--- src/sv/ipo_pkg.sv ---
// Shared types and constants for the image pixel to occupancy converter.
// Used by ipo_front, ipo_fifo, ipo_back and the top level; no dependencies.

package ipo_pkg;

  // Grid and pixel geometry
  localparam int MAX_DIM      = 4096;
  localparam int DIM_W        = 13;
  localparam int COORD_W      = 12;
  localparam int INDEX_W      = 24;
  localparam int NUM_CH       = 4;
  localparam int SUM_W        = 10;
  localparam int NAVG_W       = 3;
  localparam int THR_W        = 16;

  // Decoupling queue
  localparam int FIFO_DEPTH   = 4;
  localparam int FIFO_AW      = $clog2(FIFO_DEPTH);
  localparam int FIFO_CW      = $clog2(FIFO_DEPTH + 1);

  // Cell values
  localparam logic [7:0] VAL_OCCUPIED = 8'd100;
  localparam logic [7:0] VAL_FREE     = 8'd0;
  localparam logic [7:0] VAL_UNKNOWN  = 8'd255;
  localparam logic [7:0] VAL_FLAT     = 8'd1;
  localparam logic [7:0] VAL_FULL     = 8'd255;
  localparam int         SCALE_STEPS  = 98;
  localparam int         Q_W          = 7;

  // floor(x / 3) = (x * 683) >> 11 for x below 2048
  localparam int DIV3_MUL = 683;
  localparam int DIV3_SH  = 11;

  // Register reset values
  localparam logic [THR_W-1:0] OCC_THR_RST  = 16'd42598;
  localparam logic [THR_W-1:0] FREE_THR_RST = 16'd12845;

  // Register map, one 32-bit word per register
  localparam int ADDR_W = 5;

  typedef enum logic [2:0] {
    REG_MAP_MODE   = 3'd0,
    REG_NEGATE     = 3'd1,
    REG_CHAN_COUNT = 3'd2,
    REG_ALPHA      = 3'd3,
    REG_OCC_THR    = 3'd4,
    REG_FREE_THR   = 3'd5,
    REG_MAP_WIDTH  = 3'd6,
    REG_MAP_HEIGHT = 3'd7
  } cfg_reg_e;

  typedef enum logic [1:0] {
    MODE_TRINARY = 2'd0,
    MODE_SCALE   = 2'd1,
    MODE_RAW     = 2'd2,
    MODE_RAW_ALT = 2'd3
  } mode_e;

  typedef struct packed {
    mode_e              mode;
    logic               negate;
    logic [2:0]         chan_cnt;
    logic               alpha;
    logic [THR_W-1:0]   occ_thr;
    logic [THR_W-1:0]   free_thr;
    logic [DIM_W-1:0]   width;
    logic [DIM_W-1:0]   height;
  } cfg_t;

  // Classified pixel handed from the front to the back
  typedef struct packed {
    logic [COORD_W-1:0] col;
    logic [COORD_W-1:0] row;
    logic [SUM_W-1:0]   sum;
    logic [NAVG_W-1:0]  navg;
    logic               mid_unknown;
  } item_t;

endpackage

--- src/sv/ipo_front.sv ---
// Front end: accepts pixels, sums the counted channels and flags unknown cells.
// Depends on ipo_pkg; feeds ipo_fifo.

module ipo_front
  import ipo_pkg::*;
(
  input  logic               clk_i,
  input  logic               rst_ni,
  input  cfg_t               cfg_i,
  input  logic               in_valid_i,
  output logic               in_ready_o,
  input  logic [COORD_W-1:0] pixel_col_i,
  input  logic [COORD_W-1:0] pixel_row_i,
  input  logic [7:0]         chan0_i,
  input  logic [7:0]         chan1_i,
  input  logic [7:0]         chan2_i,
  input  logic [7:0]         chan3_i,
  input  logic               full_i,
  output logic               push_o,
  output item_t              item_o
);

  logic              valid_q, valid_d;
  item_t             item_q, item_d;
  logic [NAVG_W-1:0] n;
  logic [NAVG_W-1:0] navg;
  logic              transparent;
  logic              load;

  // Clamp the channel count to one through four
  always_comb begin
    case (cfg_i.chan_cnt)
      3'd0, 3'd1: n = 3'd1;
      3'd2:       n = 3'd2;
      3'd3:       n = 3'd3;
      default:    n = 3'd4;
    endcase
  end

  // Drop the alpha channel from the average outside trinary mode
  assign navg = ((cfg_i.mode != MODE_TRINARY) && cfg_i.alpha && (n > 3'd1)) ? n - 3'd1 : n;

  // Last channel byte of a multi-channel pixel acts as alpha
  always_comb begin
    case (n)
      3'd2:    transparent = (chan1_i == 8'd0);
      3'd3:    transparent = (chan2_i == 8'd0);
      3'd4:    transparent = (chan3_i == 8'd0);
      default: transparent = 1'b0;
    endcase
  end

  // Classify the incoming pixel
  always_comb begin
    item_d.col         = pixel_col_i;
    item_d.row         = pixel_row_i;
    item_d.navg        = navg;
    item_d.mid_unknown = (cfg_i.mode == MODE_TRINARY) || transparent;
    item_d.sum         = SUM_W'(chan0_i)
                       + ((navg > 3'd1) ? SUM_W'(chan1_i) : '0)
                       + ((navg > 3'd2) ? SUM_W'(chan2_i) : '0)
                       + ((navg > 3'd3) ? SUM_W'(chan3_i) : '0);
  end

  // Hold the classified pixel until the queue takes it
  assign push_o     = valid_q && !full_i;
  assign in_ready_o = !valid_q || !full_i;
  assign load       = in_valid_i && in_ready_o;
  assign valid_d    = load || (valid_q && full_i);
  assign item_o     = item_q;

  always_ff @(posedge clk_i or negedge rst_ni) begin
    if (!rst_ni) begin
      valid_q <= 1'b0;
    end else begin
      valid_q <= valid_d;
    end
  end

  always_ff @(posedge clk_i) begin
    if (load) begin
      item_q <= item_d;
    end
  end

endmodule

--- src/sv/ipo_fifo.sv ---
// Short queue between the front end and the back end.
// Depends on ipo_pkg for the item type and depth.

module ipo_fifo
  import ipo_pkg::*;
(
  input  logic  clk_i,
  input  logic  rst_ni,
  input  logic  push_i,
  input  item_t push_data_i,
  output logic  full_o,
  input  logic  pop_i,
  output logic  not_empty_o,
  output item_t pop_data_o
);

  item_t              mem_q [FIFO_DEPTH];
  logic [FIFO_AW-1:0] wr_ptr_q, wr_ptr_d;
  logic [FIFO_AW-1:0] rd_ptr_q, rd_ptr_d;
  logic [FIFO_CW-1:0] count_q, count_d;

  assign full_o      = (count_q == FIFO_CW'(FIFO_DEPTH));
  assign not_empty_o = (count_q != '0);
  assign pop_data_o  = mem_q[rd_ptr_q];

  // Advance pointers and occupancy
  always_comb begin
    wr_ptr_d = push_i ? wr_ptr_q + 1'b1 : wr_ptr_q;
    rd_ptr_d = pop_i ? rd_ptr_q + 1'b1 : rd_ptr_q;
    count_d  = count_q;
    if (push_i && !pop_i) begin
      count_d = count_q + 1'b1;
    end else if (!push_i && pop_i) begin
      count_d = count_q - 1'b1;
    end
  end

  always_ff @(posedge clk_i or negedge rst_ni) begin
    if (!rst_ni) begin
      wr_ptr_q <= '0;
      rd_ptr_q <= '0;
      count_q  <= '0;
    end else begin
      wr_ptr_q <= wr_ptr_d;
      rd_ptr_q <= rd_ptr_d;
      count_q  <= count_d;
    end
  end

  // Store entries
  always_ff @(posedge clk_i) begin
    if (push_i) begin
      mem_q[wr_ptr_q] <= push_data_i;
    end
  end

  a_count_bound: assert property (@(posedge clk_i) disable iff (!rst_ni)
    count_q <= FIFO_CW'(FIFO_DEPTH))
    else $error("queue count beyond depth");

  a_ptr_consistent: assert property (@(posedge clk_i) disable iff (!rst_ni)
    (count_q != '0) && (count_q != FIFO_CW'(FIFO_DEPTH)) |-> (wr_ptr_q != rd_ptr_q))
    else $error("queue pointers disagree with count");

endmodule

--- src/sv/ipo_back.sv ---
// Back end: threshold compare, pipelined scale division and cell index.
// Depends on ipo_pkg; takes items from ipo_fifo and drives the result register.

module ipo_back
  import ipo_pkg::*;
(
  input  logic               clk_i,
  input  logic               rst_ni,
  input  cfg_t               cfg_i,
  input  logic               item_valid_i,
  input  item_t              item_i,
  output logic               item_pop_o,
  output logic               out_valid_o,
  input  logic               out_ready_i,
  output logic [INDEX_W-1:0] cell_index_o,
  output logic [7:0]         cell_value_o
);

  localparam int TN_W  = THR_W + 2;
  localparam int W26   = TN_W + 8;
  localparam int REM_W = W26 + Q_W;

  typedef struct packed {
    logic               is_raw;
    logic               mid_unknown;
    logic               thr_flat;
    logic [COORD_W-1:0] col;
    logic [INDEX_W-1:0] hrow;
    logic [SUM_W-1:0]   num;
    logic [7:0]         raw_val;
    logic [TN_W-1:0]    occ_tn;
    logic [TN_W-1:0]    free_tn;
    logic [TN_W-1:0]    span_tn;
  } sta_t;

  typedef struct packed {
    logic               is_raw;
    logic               mid_unknown;
    logic               thr_flat;
    logic [COORD_W-1:0] col;
    logic [7:0]         raw_val;
    logic [W26-1:0]     lhs;
    logic [W26-1:0]     occ_rhs;
    logic [W26-1:0]     free_rhs;
    logic [W26-1:0]     span;
    logic [INDEX_W-1:0] prod;
  } stb_t;

  typedef struct packed {
    logic               use_q;
    logic [7:0]         value;
    logic [W26-1:0]     diff;
    logic [W26-1:0]     span;
    logic [INDEX_W-1:0] idx;
  } stc_t;

  typedef struct packed {
    logic               use_q;
    logic [7:0]         value;
    logic [REM_W-1:0]   rem;
    logic [W26-1:0]     span;
    logic [Q_W-1:0]     q;
    logic [INDEX_W-1:0] idx;
  } divst_t;

  function automatic logic [TN_W-1:0] mul_navg(logic [THR_W-1:0] t, logic [NAVG_W-1:0] k);
    logic [TN_W-1:0] r;
    case (k)
      3'd2:    r = TN_W'(t) << 1;
      3'd3:    r = (TN_W'(t) << 1) + TN_W'(t);
      3'd4:    r = TN_W'(t) << 2;
      default: r = TN_W'(t);
    endcase
    return r;
  endfunction

  function automatic logic [W26-1:0] times255(logic [TN_W-1:0] x);
    return {x, 8'd0} - W26'(x);
  endfunction

  logic           adv;
  logic           a_vld_q, b_vld_q, c_vld_q;
  sta_t           a_q, a_d;
  stb_t           b_q, b_d;
  stc_t           c_q, c_d;
  divst_t         div_q [Q_W+1];
  divst_t         div_d [Q_W+1];
  logic           div_vld_q [Q_W+1];
  logic           out_vld_q;
  logic [INDEX_W-1:0] out_idx_q;
  logic [7:0]     out_val_q, out_val_d;

  logic [SUM_W-1:0]    den;
  logic [SUM_W-1:0]    raw_x;
  logic [7:0]          raw_div;
  logic [SUM_W+10-1:0] div3_prod;
  logic [THR_W-1:0]    thr_gap;
  logic [DIM_W+INDEX_W-1:0] prod_full;
  logic                gt_occ, lt_free;

  // Whole back pipeline moves when the result register can take a new cell
  assign adv        = !out_vld_q || out_ready_i;
  assign item_pop_o = adv && item_valid_i;

  // Stage A: denominator, numerator, raw average, threshold products
  assign den       = SUM_W'({item_i.navg, 8'd0} - 11'(item_i.navg));
  assign raw_x     = cfg_i.negate ? item_i.sum + SUM_W'(item_i.navg - 3'd1) : item_i.sum;
  assign div3_prod = (SUM_W+10)'(raw_x) * (SUM_W+10)'(DIV3_MUL);
  assign thr_gap   = cfg_i.occ_thr - cfg_i.free_thr;

  always_comb begin
    case (item_i.navg)
      3'd2:    raw_div = raw_x[8:1];
      3'd3:    raw_div = div3_prod[DIV3_SH +: 8];
      3'd4:    raw_div = raw_x[9:2];
      default: raw_div = raw_x[7:0];
    endcase
  end

  always_comb begin
    a_d.is_raw      = (cfg_i.mode == MODE_RAW) || (cfg_i.mode == MODE_RAW_ALT);
    a_d.mid_unknown = item_i.mid_unknown;
    a_d.thr_flat    = (cfg_i.occ_thr <= cfg_i.free_thr);
    a_d.col         = item_i.col;
    a_d.hrow        = INDEX_W'(cfg_i.height) - INDEX_W'(item_i.row) - INDEX_W'(1);
    a_d.num         = cfg_i.negate ? item_i.sum : den - item_i.sum;
    a_d.raw_val     = cfg_i.negate ? VAL_FULL - raw_div : raw_div;
    a_d.occ_tn      = mul_navg(cfg_i.occ_thr, item_i.navg);
    a_d.free_tn     = mul_navg(cfg_i.free_thr, item_i.navg);
    a_d.span_tn     = mul_navg(thr_gap, item_i.navg);
  end

  // Stage B: scale to Q0.16 products and the row offset
  assign prod_full = a_q.hrow * cfg_i.width;

  always_comb begin
    b_d.is_raw      = a_q.is_raw;
    b_d.mid_unknown = a_q.mid_unknown;
    b_d.thr_flat    = a_q.thr_flat;
    b_d.col         = a_q.col;
    b_d.raw_val     = a_q.raw_val;
    b_d.lhs         = {a_q.num, 16'd0};
    b_d.occ_rhs     = times255(a_q.occ_tn);
    b_d.free_rhs    = times255(a_q.free_tn);
    b_d.span        = times255(a_q.span_tn);
    b_d.prod        = prod_full[INDEX_W-1:0];
  end

  // Stage C: compare against both thresholds and pick the cell class
  assign gt_occ  = (b_q.lhs > b_q.occ_rhs);
  assign lt_free = (b_q.lhs < b_q.free_rhs);

  always_comb begin
    c_d.use_q = 1'b0;
    c_d.diff  = b_q.lhs - b_q.free_rhs;
    c_d.span  = b_q.span;
    c_d.idx   = b_q.prod + INDEX_W'(b_q.col);
    if (b_q.is_raw) begin
      c_d.value = b_q.raw_val;
    end else if (gt_occ) begin
      c_d.value = VAL_OCCUPIED;
    end else if (lt_free) begin
      c_d.value = VAL_FREE;
    end else if (b_q.mid_unknown) begin
      c_d.value = VAL_UNKNOWN;
    end else if (b_q.thr_flat) begin
      c_d.value = VAL_FLAT;
    end else begin
      c_d.value = VAL_FLAT;
      c_d.use_q = 1'b1;
    end
  end

  // Stage D: dividend 98 * diff as shifted adds
  always_comb begin
    div_d[0].use_q = c_q.use_q;
    div_d[0].value = c_q.value;
    div_d[0].span  = c_q.span;
    div_d[0].idx   = c_q.idx;
    div_d[0].q     = '0;
    div_d[0].rem   = (REM_W'(c_q.diff) << 6) + (REM_W'(c_q.diff) << 5)
                   + (REM_W'(c_q.diff) << 1);
  end

  // Restoring divider, one quotient bit per stage, most significant first
  for (genvar k = 0; k < Q_W; k++) begin : g_div
    localparam int BIT = Q_W - 1 - k;
    logic [REM_W-1:0] trial;
    assign trial = REM_W'(div_q[k].span) << BIT;
    always_comb begin
      div_d[k+1] = div_q[k];
      if (div_q[k].rem >= trial) begin
        div_d[k+1].rem    = div_q[k].rem - trial;
        div_d[k+1].q[BIT] = 1'b1;
      end
    end
  end

  // Result: scaled cells get one plus the quotient
  assign out_val_d = div_q[Q_W].use_q ? VAL_FLAT + 8'(div_q[Q_W].q) : div_q[Q_W].value;

  // Valid bits
  always_ff @(posedge clk_i or negedge rst_ni) begin
    if (!rst_ni) begin
      a_vld_q   <= 1'b0;
      b_vld_q   <= 1'b0;
      c_vld_q   <= 1'b0;
      out_vld_q <= 1'b0;
      for (int i = 0; i <= Q_W; i++) begin
        div_vld_q[i] <= 1'b0;
      end
    end else if (adv) begin
      a_vld_q      <= item_valid_i;
      b_vld_q      <= a_vld_q;
      c_vld_q      <= b_vld_q;
      div_vld_q[0] <= c_vld_q;
      for (int i = 1; i <= Q_W; i++) begin
        div_vld_q[i] <= div_vld_q[i-1];
      end
      out_vld_q    <= div_vld_q[Q_W];
    end
  end

  // Payload registers
  always_ff @(posedge clk_i) begin
    if (adv) begin
      a_q       <= a_d;
      b_q       <= b_d;
      c_q       <= c_d;
      for (int i = 0; i <= Q_W; i++) begin
        div_q[i] <= div_d[i];
      end
      out_idx_q <= div_q[Q_W].idx;
      out_val_q <= out_val_d;
    end
  end

  assign out_valid_o  = out_vld_q;
  assign cell_index_o = out_idx_q;
  assign cell_value_o = out_val_q;

  a_diff_in_span: assert property (@(posedge clk_i) disable iff (!rst_ni)
    c_vld_q && c_q.use_q |-> (c_q.diff <= c_q.span))
    else $error("scale numerator exceeds span");

  a_quot_bound: assert property (@(posedge clk_i) disable iff (!rst_ni)
    div_vld_q[Q_W] && div_q[Q_W].use_q |-> (div_q[Q_W].q <= Q_W'(SCALE_STEPS)))
    else $error("scale quotient beyond range");

  a_pipe_advance: assert property (@(posedge clk_i) disable iff (!rst_ni)
    adv && c_vld_q |=> div_vld_q[0])
    else $error("item lost between compare and divider");

endmodule

--- src/sv/image_pixel_to_occupancy.sv ---
// Image pixel to occupancy converter top level: register port and pipeline wiring.
// Depends on ipo_pkg, ipo_front, ipo_fifo and ipo_back.

// Each pixel on the input stream becomes one occupancy grid cell on the output
// stream, in order, at one pixel per clock while the output is not stalled. A pixel
// passes one front register, the four-entry queue, three compare stages, one
// dividend stage, seven stages of the restoring divider that forms the scale-mode
// fraction (one quotient bit each), and the output register. The queue lets the
// input keep transferring while the output is held, until its four entries fill.
// Registers sit at byte addresses 0x00 to 0x1C; the user must write them only while
// no pixel is in flight, as the block itself does not enforce this.

module image_pixel_to_occupancy
  import ipo_pkg::*;
(
  input  logic              clk_i,
  input  logic              rst_ni,
  // Pixel stream
  input  logic              s_axis_tvalid,
  output logic              s_axis_tready,
  input  logic [55:0]       s_axis_tdata,  // pixel_col[11:0], pixel_row[23:12],
                                           // chan0[31:24], chan1[39:32],
                                           // chan2[47:40], chan3[55:48]
  // Cell stream
  output logic              m_axis_tvalid,
  input  logic              m_axis_tready,
  output logic [31:0]       m_axis_tdata,  // cell_index[23:0], cell_value[31:24]
  // Register port
  input  logic              psel,
  input  logic              penable,
  input  logic              pwrite,
  input  logic [ADDR_W-1:0] paddr,
  input  logic [31:0]       pwdata,
  output logic [31:0]       prdata,
  output logic              pready
);

  cfg_t               cfg_q, cfg_d;
  cfg_reg_e           reg_sel;
  logic               cfg_wr;
  logic [DIM_W-1:0]   dim_wr;
  logic               push, full, pop, not_empty;
  item_t              push_item, pop_item;
  logic [INDEX_W-1:0] cell_index;
  logic [7:0]         cell_value;

  assign pready  = 1'b1;
  assign cfg_wr  = psel && penable && pwrite && pready;
  assign reg_sel = cfg_reg_e'(paddr[ADDR_W-1:2]);
  assign dim_wr  = (pwdata[DIM_W-1:0] > DIM_W'(MAX_DIM)) ? DIM_W'(MAX_DIM) : pwdata[DIM_W-1:0];

  // Register write decode
  always_comb begin
    cfg_d = cfg_q;
    if (cfg_wr) begin
      unique case (reg_sel)
        REG_MAP_MODE:   cfg_d.mode     = mode_e'(pwdata[1:0]);
        REG_NEGATE:     cfg_d.negate   = pwdata[0];
        REG_CHAN_COUNT: cfg_d.chan_cnt = pwdata[2:0];
        REG_ALPHA:      cfg_d.alpha    = pwdata[0];
        REG_OCC_THR:    cfg_d.occ_thr  = pwdata[THR_W-1:0];
        REG_FREE_THR:   cfg_d.free_thr = pwdata[THR_W-1:0];
        REG_MAP_WIDTH:  cfg_d.width    = dim_wr;
        REG_MAP_HEIGHT: cfg_d.height   = dim_wr;
        default:        cfg_d = cfg_q;
      endcase
    end
  end

  always_ff @(posedge clk_i or negedge rst_ni) begin
    if (!rst_ni) begin
      cfg_q.mode     <= MODE_TRINARY;
      cfg_q.negate   <= 1'b0;
      cfg_q.chan_cnt <= 3'd1;
      cfg_q.alpha    <= 1'b0;
      cfg_q.occ_thr  <= OCC_THR_RST;
      cfg_q.free_thr <= FREE_THR_RST;
      cfg_q.width    <= DIM_W'(1);
      cfg_q.height   <= DIM_W'(1);
    end else begin
      cfg_q <= cfg_d;
    end
  end

  // Register read mux
  always_comb begin
    unique case (reg_sel)
      REG_MAP_MODE:   prdata = 32'(cfg_q.mode);
      REG_NEGATE:     prdata = 32'(cfg_q.negate);
      REG_CHAN_COUNT: prdata = 32'(cfg_q.chan_cnt);
      REG_ALPHA:      prdata = 32'(cfg_q.alpha);
      REG_OCC_THR:    prdata = 32'(cfg_q.occ_thr);
      REG_FREE_THR:   prdata = 32'(cfg_q.free_thr);
      REG_MAP_WIDTH:  prdata = 32'(cfg_q.width);
      REG_MAP_HEIGHT: prdata = 32'(cfg_q.height);
      default:        prdata = '0;
    endcase
  end

  ipo_front u_front (
    .clk_i       (clk_i),
    .rst_ni      (rst_ni),
    .cfg_i       (cfg_q),
    .in_valid_i  (s_axis_tvalid),
    .in_ready_o  (s_axis_tready),
    .pixel_col_i (s_axis_tdata[11:0]),
    .pixel_row_i (s_axis_tdata[23:12]),
    .chan0_i     (s_axis_tdata[31:24]),
    .chan1_i     (s_axis_tdata[39:32]),
    .chan2_i     (s_axis_tdata[47:40]),
    .chan3_i     (s_axis_tdata[55:48]),
    .full_i      (full),
    .push_o      (push),
    .item_o      (push_item)
  );

  ipo_fifo u_fifo (
    .clk_i       (clk_i),
    .rst_ni      (rst_ni),
    .push_i      (push),
    .push_data_i (push_item),
    .full_o      (full),
    .pop_i       (pop),
    .not_empty_o (not_empty),
    .pop_data_o  (pop_item)
  );

  ipo_back u_back (
    .clk_i        (clk_i),
    .rst_ni       (rst_ni),
    .cfg_i        (cfg_q),
    .item_valid_i (not_empty),
    .item_i       (pop_item),
    .item_pop_o   (pop),
    .out_valid_o  (m_axis_tvalid),
    .out_ready_i  (m_axis_tready),
    .cell_index_o (cell_index),
    .cell_value_o (cell_value)
  );

  assign m_axis_tdata = {cell_value, cell_index};

endmodule

--- config.mk ---
export PLATFORM = sky130hd
export DESIGN_NAME = image_pixel_to_occupancy
export DESIGN_NICKNAME = d
export VERILOG_FILES = /design/src/sv/ipo_pkg.sv /design/src/sv/ipo_front.sv /design/src/sv/ipo_fifo.sv /design/src/sv/ipo_back.sv /design/src/sv/image_pixel_to_occupancy.sv
export SDC_FILE = /design/constraint.sdc
export NUM_CORES = 2
export LEC_CHECK = 0
export BUFFER_PORTS_ARGS = -buffer_cell sky130_fd_sc_hd__clkbuf_2
export CAP_MARGIN = 0
export CORE_MARGIN = 5
export CORE_UTILIZATION = 45
export CTS_BUF_LIST = sky130_fd_sc_hd__clkbuf_4 sky130_fd_sc_hd__clkbuf_8 sky130_fd_sc_hd__clkbuf_16
export CTS_CLUSTER_SIZE = 40
export DETAILED_ROUTE_END_ITERATION = 16
export SYNTH_ARGS = -nofsm -noshare
export SYNTH_HDL_FRONTEND = slang
export SYNTH_SLANG_ARGS = --single-unit
--- constraint.sdc ---
create_clock -name clk_i -period 47.8 [get_ports clk_i]
set_input_delay 2.39 -clock clk_i [delete_from_list [all_inputs] [get_ports clk_i]]
set_output_delay 2.39 -clock clk_i [all_outputs]
set_load 0.005 [all_outputs]
=== Yosys cells after proc, flatten, opt, wreduce, memory -nomap -nowiden ===
Memory sizes are Yosys's and may differ from the RTL's.
Index checks and enable logic that the tools add are counted.

* Flip-flop bits (word level): 486
* Memory bits (writable): 944
* Logic and storage cells: 208
* Memories kept: 2

{| class="wikitable"
|+ Memories
! memory !! depth !! width !! read ports !! clocked after Yosys merged registers in !! write ports !! line !! source
|-
| u_back.div_q || 8 || 99 || 8 || 0 || 8 || ipo_back.sv:86 || <nowiki>divst_t div_q [Q_W+1];</nowiki>
|-
| u_fifo.mem_q || 4 || 38 || 1 || 0 || 1 || ipo_fifo.sv:17 || <nowiki>item_t mem_q [FIFO_DEPTH];</nowiki>
|}

* Add/subtract/negate cells: 34
* $mul: 2
* $lt $le $gt $ge: 15
* Equality and inequality tests: 19
* Multiplexer cells: 41
* Reductions and logical operators: 39

{| class="wikitable"
|+ Operator list
! kind !! number
|-
| case mux 32 bit (8 select lines) || 1
|-
| 2-to-1 mux 33 bit || 7
|-
| case mux 18 bit (3 select lines) || 3
|-
| subtractor 26 x 18 -> 26 bit || 3
|-
| 2-to-1 mux 8 bit || 9
|-
| adder 17 x 16 -> 18 bit || 3
|-
| adder 32 x 31 -> 33 bit || 1
|-
| adder 33 x 27 -> 33 bit || 1
|-
| >= comparator 33 x 26 -> 1 bit || 1
|-
| >= comparator 33 x 27 -> 1 bit || 1
|-
| >= comparator 33 x 28 -> 1 bit || 1
|-
| >= comparator 33 x 29 -> 1 bit || 1
|-
| >= comparator 33 x 30 -> 1 bit || 1
|-
| >= comparator 33 x 31 -> 1 bit || 1
|-
| >= comparator 33 x 32 -> 1 bit || 1
|-
| subtractor 33 x 26 -> 33 bit || 1
|-
| subtractor 33 x 27 -> 33 bit || 1
|-
| subtractor 33 x 28 -> 33 bit || 1
|-
| subtractor 33 x 29 -> 33 bit || 1
|-
| subtractor 33 x 30 -> 33 bit || 1
|-
| subtractor 33 x 31 -> 33 bit || 1
|-
| subtractor 33 x 32 -> 33 bit || 1
|-
| adder 10 bit || 3
|-
| > comparator 26 bit || 1
|-
| other kinds (43) || 104
|}

=== Depth between registers and ports, before layout ===
* Word-level depth: 11
* Depth in mapped cells: 35

=== Modules after synthesis ===
Synthesis repeated with hierarchy kept, for this count alone.

* Cells, all modules: 5,887
* Area, all modules: 73,701.9 µm²

{| class="wikitable"
|+ Modules (own cells, without submodules)
! module !! instances !! cells an instance !! area an instance (µm²)
|-
| ipo_back || 1 || 5,216 || 62,207.2
|-
| ipo_fifo || 1 || 233 || 5,925.7
|-
| image_pixel_to_occupancy || 1 || 261 || 3,337.0
|-
| ipo_front || 1 || 177 || 2,232.1
|}

=== Worst setup path after synthesis ===
No wires, ideal clock.

* Path kind: input-to-reg
* Start point: in m_axis_tready
* End point: reg u_back.div_vld_q[0] (netlist name)
* Arrival time: 34.918 ns
* Path slack: 12.691 ns
* Stages on the path: 3
* Path buffers: 1
* Cell sequence: nand2b_1 buf_1 mux2_2

* Cells in the longest elaborated chain, start to end: 1

{| class="wikitable"
|+ RTL lines
! element !! line !! source
|-
| start: declaration || image_pixel_to_occupancy.sv:26 || <nowiki>input logic m_axis_tready,</nowiki>
|-
| logical OR 1 bit || ipo_back.sv:102 || <nowiki>assign adv = !out_vld_q || out_ready_i;</nowiki>
|-
| via u_back.adv || ipo_back.sv:81 || <nowiki>logic adv;</nowiki>
|-
| end signal: indexed assignment || ipo_back.sv:218 || <nowiki>div_vld_q[i] <= div_vld_q[i-1];</nowiki>
|-
| end: declaration || ipo_back.sv:88 || <nowiki>logic div_vld_q [Q_W+1];</nowiki>
|}

The timed path passes the listed nets, and every way through them passes these cells.
A chain may end at the register's enable or synchronous reset.

==> metrics.csv <==
metric;value;unit
result of the run;completed;
normalized max-slew margin;20.3;%
maximum clock rate;0.111;GHz
Die X;415;µm
Hold Violations, Final;0;
share of synthesized area occupied by flip-flops and latches;53.9;%
main flop type after synthesis;edfxtp_1;
global-route wire length before repair;241;mm
via count normalized by instance count;5.25;
count of non-filler cells in the finished layout;8421;
final-report setup violation count;0;
Worst Hold Slack;0.404;ns
floorplan die area;172000;µm²
most instantiated cells after synthesis;1251 x edfxtp_1, 641 x inv_1, 497 x ha_1, 451 x nand2_1, 340 x a21oi_1;
max_cap viols;0;
synthesized-area fraction occupied by ao, oa, aoi and oai cells;9.69;%
CP delay by family, top;adder cells;
Post-Route Skew;0.0272;ns
DRT Pass-1 Iters;8;
Worst Path Class, Setup;reg2reg;
Port Buf Inserts;131;
share of flip-flops with an asynchronous set or reset after synthesis;6.36;%
Worst Path Arrival;9.52;ns
die span in y;415;µm
area fraction in and, or, nand and nor cells after synthesis;8.93;%
Worst Setup Start Kind;flop;
Warnings, synthesis;0;
post-synthesis cell area;73700;µm²
depth of the CTS H-tree;4;
clock latency reported for the late side of the worst-skew pair;0.76;ns
standard-cell row count;148;
Clk pin slew, worst setup/hold paths;0.06;ns
Num CTS Buffers;145;
share of the synthesized area in the top cell type;51.0;%
maximum number of pins on one net before global-route repair;151;
Routed Antenna Nets;0;
via count of the first global-routing pass;44719;
drt first-iter violations;2576;
post-DR wirelength/cell;17.8;µm
share of synthesized area spent on multiplexers;3.12;%
Final Slew Violations;0;
part of the cycle the worst path needs;18.9;%
number of sinks on the clock net;1336;
adder and majority cell fraction of the synthesized area;15.0;%
area growth from synthesis to layout;10.9;%
placed cells;8158;
total number of vias;44211;
number of hold buffers added after CTS;0;
GR Util All Layers;17.4;%
CP Buf/Inv Count;3;
library cells used by synthesis;88;
number of DRC violations after detailed routing;0;
WP data required;48.28;ns
clock tree from TritonCTS;built;
min Tclk post-route;9.04;ns
largest area contributor in the synthesized netlist;edfxtp_1;
placer congestion estimate;0.935;
post-CTS setup-driven buffer insertion count;0;
half-perimeter wire length of the detailed placement result;112;mm
Layout Nets;6967;
residual overflow from global routing;0;
delay of the slowest cell on the worst path;0.73;ns
Worst setup EP type;flop;
count of flip-flops with a built-in enable after synthesis;1251;
wire length after detailed routing;150;mm
post-synthesis average cell area;12.4;µm²
synth top area cells;edfxtp_1 51%, ha_1 8.4%, fa_1 6.5%;
layout cells sized above 1;9.92;%
RSZ-0062 raised after global routing;no;
Placement Setup Slack;38.72;ns
Hold Crit Class;reg2reg;
largest family of logic cells by synthesized area;adder cells;
starting density of the core;45.3;%
initial antenna violation count;7;
number of filler instances in the final layout;14027;
instance count of the mapped netlist;5945;
Max Fanout on Critical Path;14;
clk root buf;clkbuf_16;
Least-Margin Pin Slew;1.19;ns
PostCTS Resize Cnt;0;
I/O pins;167;
most repeated cell in the gate-level netlist after synthesis;edfxtp_1;
minimum setup slack in the final design;38.76;ns
cell type of the slowest stage on the worst timing path;dfrtp_2;
count of state elements after synthesis;1336;
setup TNS;0;ns
Core Area;163000;µm²
xor/xnor share of the synthesized area;5.21;%
number of buffers between clock root and the deepest sink;3;
## kinds of logic (layout without fill, tap and decap cells)
kind of cell / after synthesis / in the layout
other cells: 2 / 21
xor+xnor: 435 / 435
simple gates: 1372 / 1372
flops: 1336 / 1336
compound gates: 1113 / 1113
fa+ha+maj: 737 / 737
mux: 154 / 154
buf+inv: 796 / 1078
## placed cells by master, fill, tap and decap left out, types with 130 or more instances in the layout
| cell type | synthesis | layout |
|---|---|---|
| edfxtp_1 | 1251 | 1251 |
| inv_1 | 641 | 641 |
| ha_1 | 497 | 496 |
| nand2_1 | 451 | 451 |
| a21oi_1 | 340 | 338 |
| nor2_1 | 327 | 326 |
| xnor2_1 | 295 | 295 |
| o21ai_0 | 259 | 259 |
| fa_1 | 240 | 240 |
| clkbuf_16 | 0 | 149 |
| xor2_1 | 138 | 138 |
| clkbuf_2 | 0 | 130 |
## through the flow
| step | utilization, % | cell area, µm² |
|---|---|---|
| 5_1_grt | 50.2 | 81700 |
| 2_1_floorplan | - | 73700 |
| 6_report | 50.2 | 81700 |
| 3_3_place_gp | 47.2 | 76900 |
| 3_5_place_dp | 47.2 | 76900 |
| 4_1_cts | 50.2 | 81700 |
## area by class of cell
cell class                 count  area [µm²]  area share [%]
sequential                  1336       39700            48.6
multi-input combinational   3828       31000            38.0
clock buffer                 182        4010            4.91
tap                         2175        2720            3.33
inverter                     644        2420            2.96
timing repair buffer         175        1000            1.23
clock inverter                77         792           0.970
antenna                        4        10.0          0.0123
## routing by layer
metal  global-route usage, %  wire length (µm)  vias up
li1                        -                 -    21723
met1                    21.7             63000    21249
met2                    30.2             73800      927
met3                    2.85              6090      308
met4                    7.35              6720        4
met5                       0                14        -
## flip-flops by register name (all words and copies together), names as in the netlist
register	cells
u_back.div_q	698
u_fifo.count_q	3
u_back.b_q	135
cfg_q	65
u_back.cell_index_o	24
u_back.a_q	111
u_back.div_vld_q	8
u_fifo.mem_q	152
u_fifo.rd_ptr_q	2
u_front.valid_q	1
u_back.a_vld_q	1
u_back.b_vld_q	1
u_fifo.wr_ptr_q	2
u_back.out_valid_o	1
u_front.item_o	38
u_back.c_q	85
u_back.c_vld_q	1
u_back.cell_value_o	8
## path summary, 6_finish.rpt
check	slack, ns	startpoint	cells past startpoint	to
worst max-delay path	38.76	u_fifo.rd_ptr_q[0]$_DFFE_PN0P_	31	u_back.a_q[61]$_DFFE_PP_
worst min-delay path	0.40	u_back.div_q[0][194]$_DFFE_PP_	0	u_back.div_q[0][293]$_DFFE_PP_
worst max register to register	38.76	u_fifo.rd_ptr_q[0]$_DFFE_PN0P_	31	u_back.a_q[61]$_DFFE_PP_
worst min register to register	0.40	u_back.div_q[0][194]$_DFFE_PP_	0	u_back.div_q[0][293]$_DFFE_PP_
max in group asynchronous	45.11	rst_ni	2	cfg_q[37]$_DFFE_PN0P_
min in group asynchronous	1.51	rst_ni	1	u_back.div_vld_q[0]$_DFFE_PN0P_
Power is not shown: default switching activity piles up to over one toggle a cycle in this logic, so the estimate is an artifact.
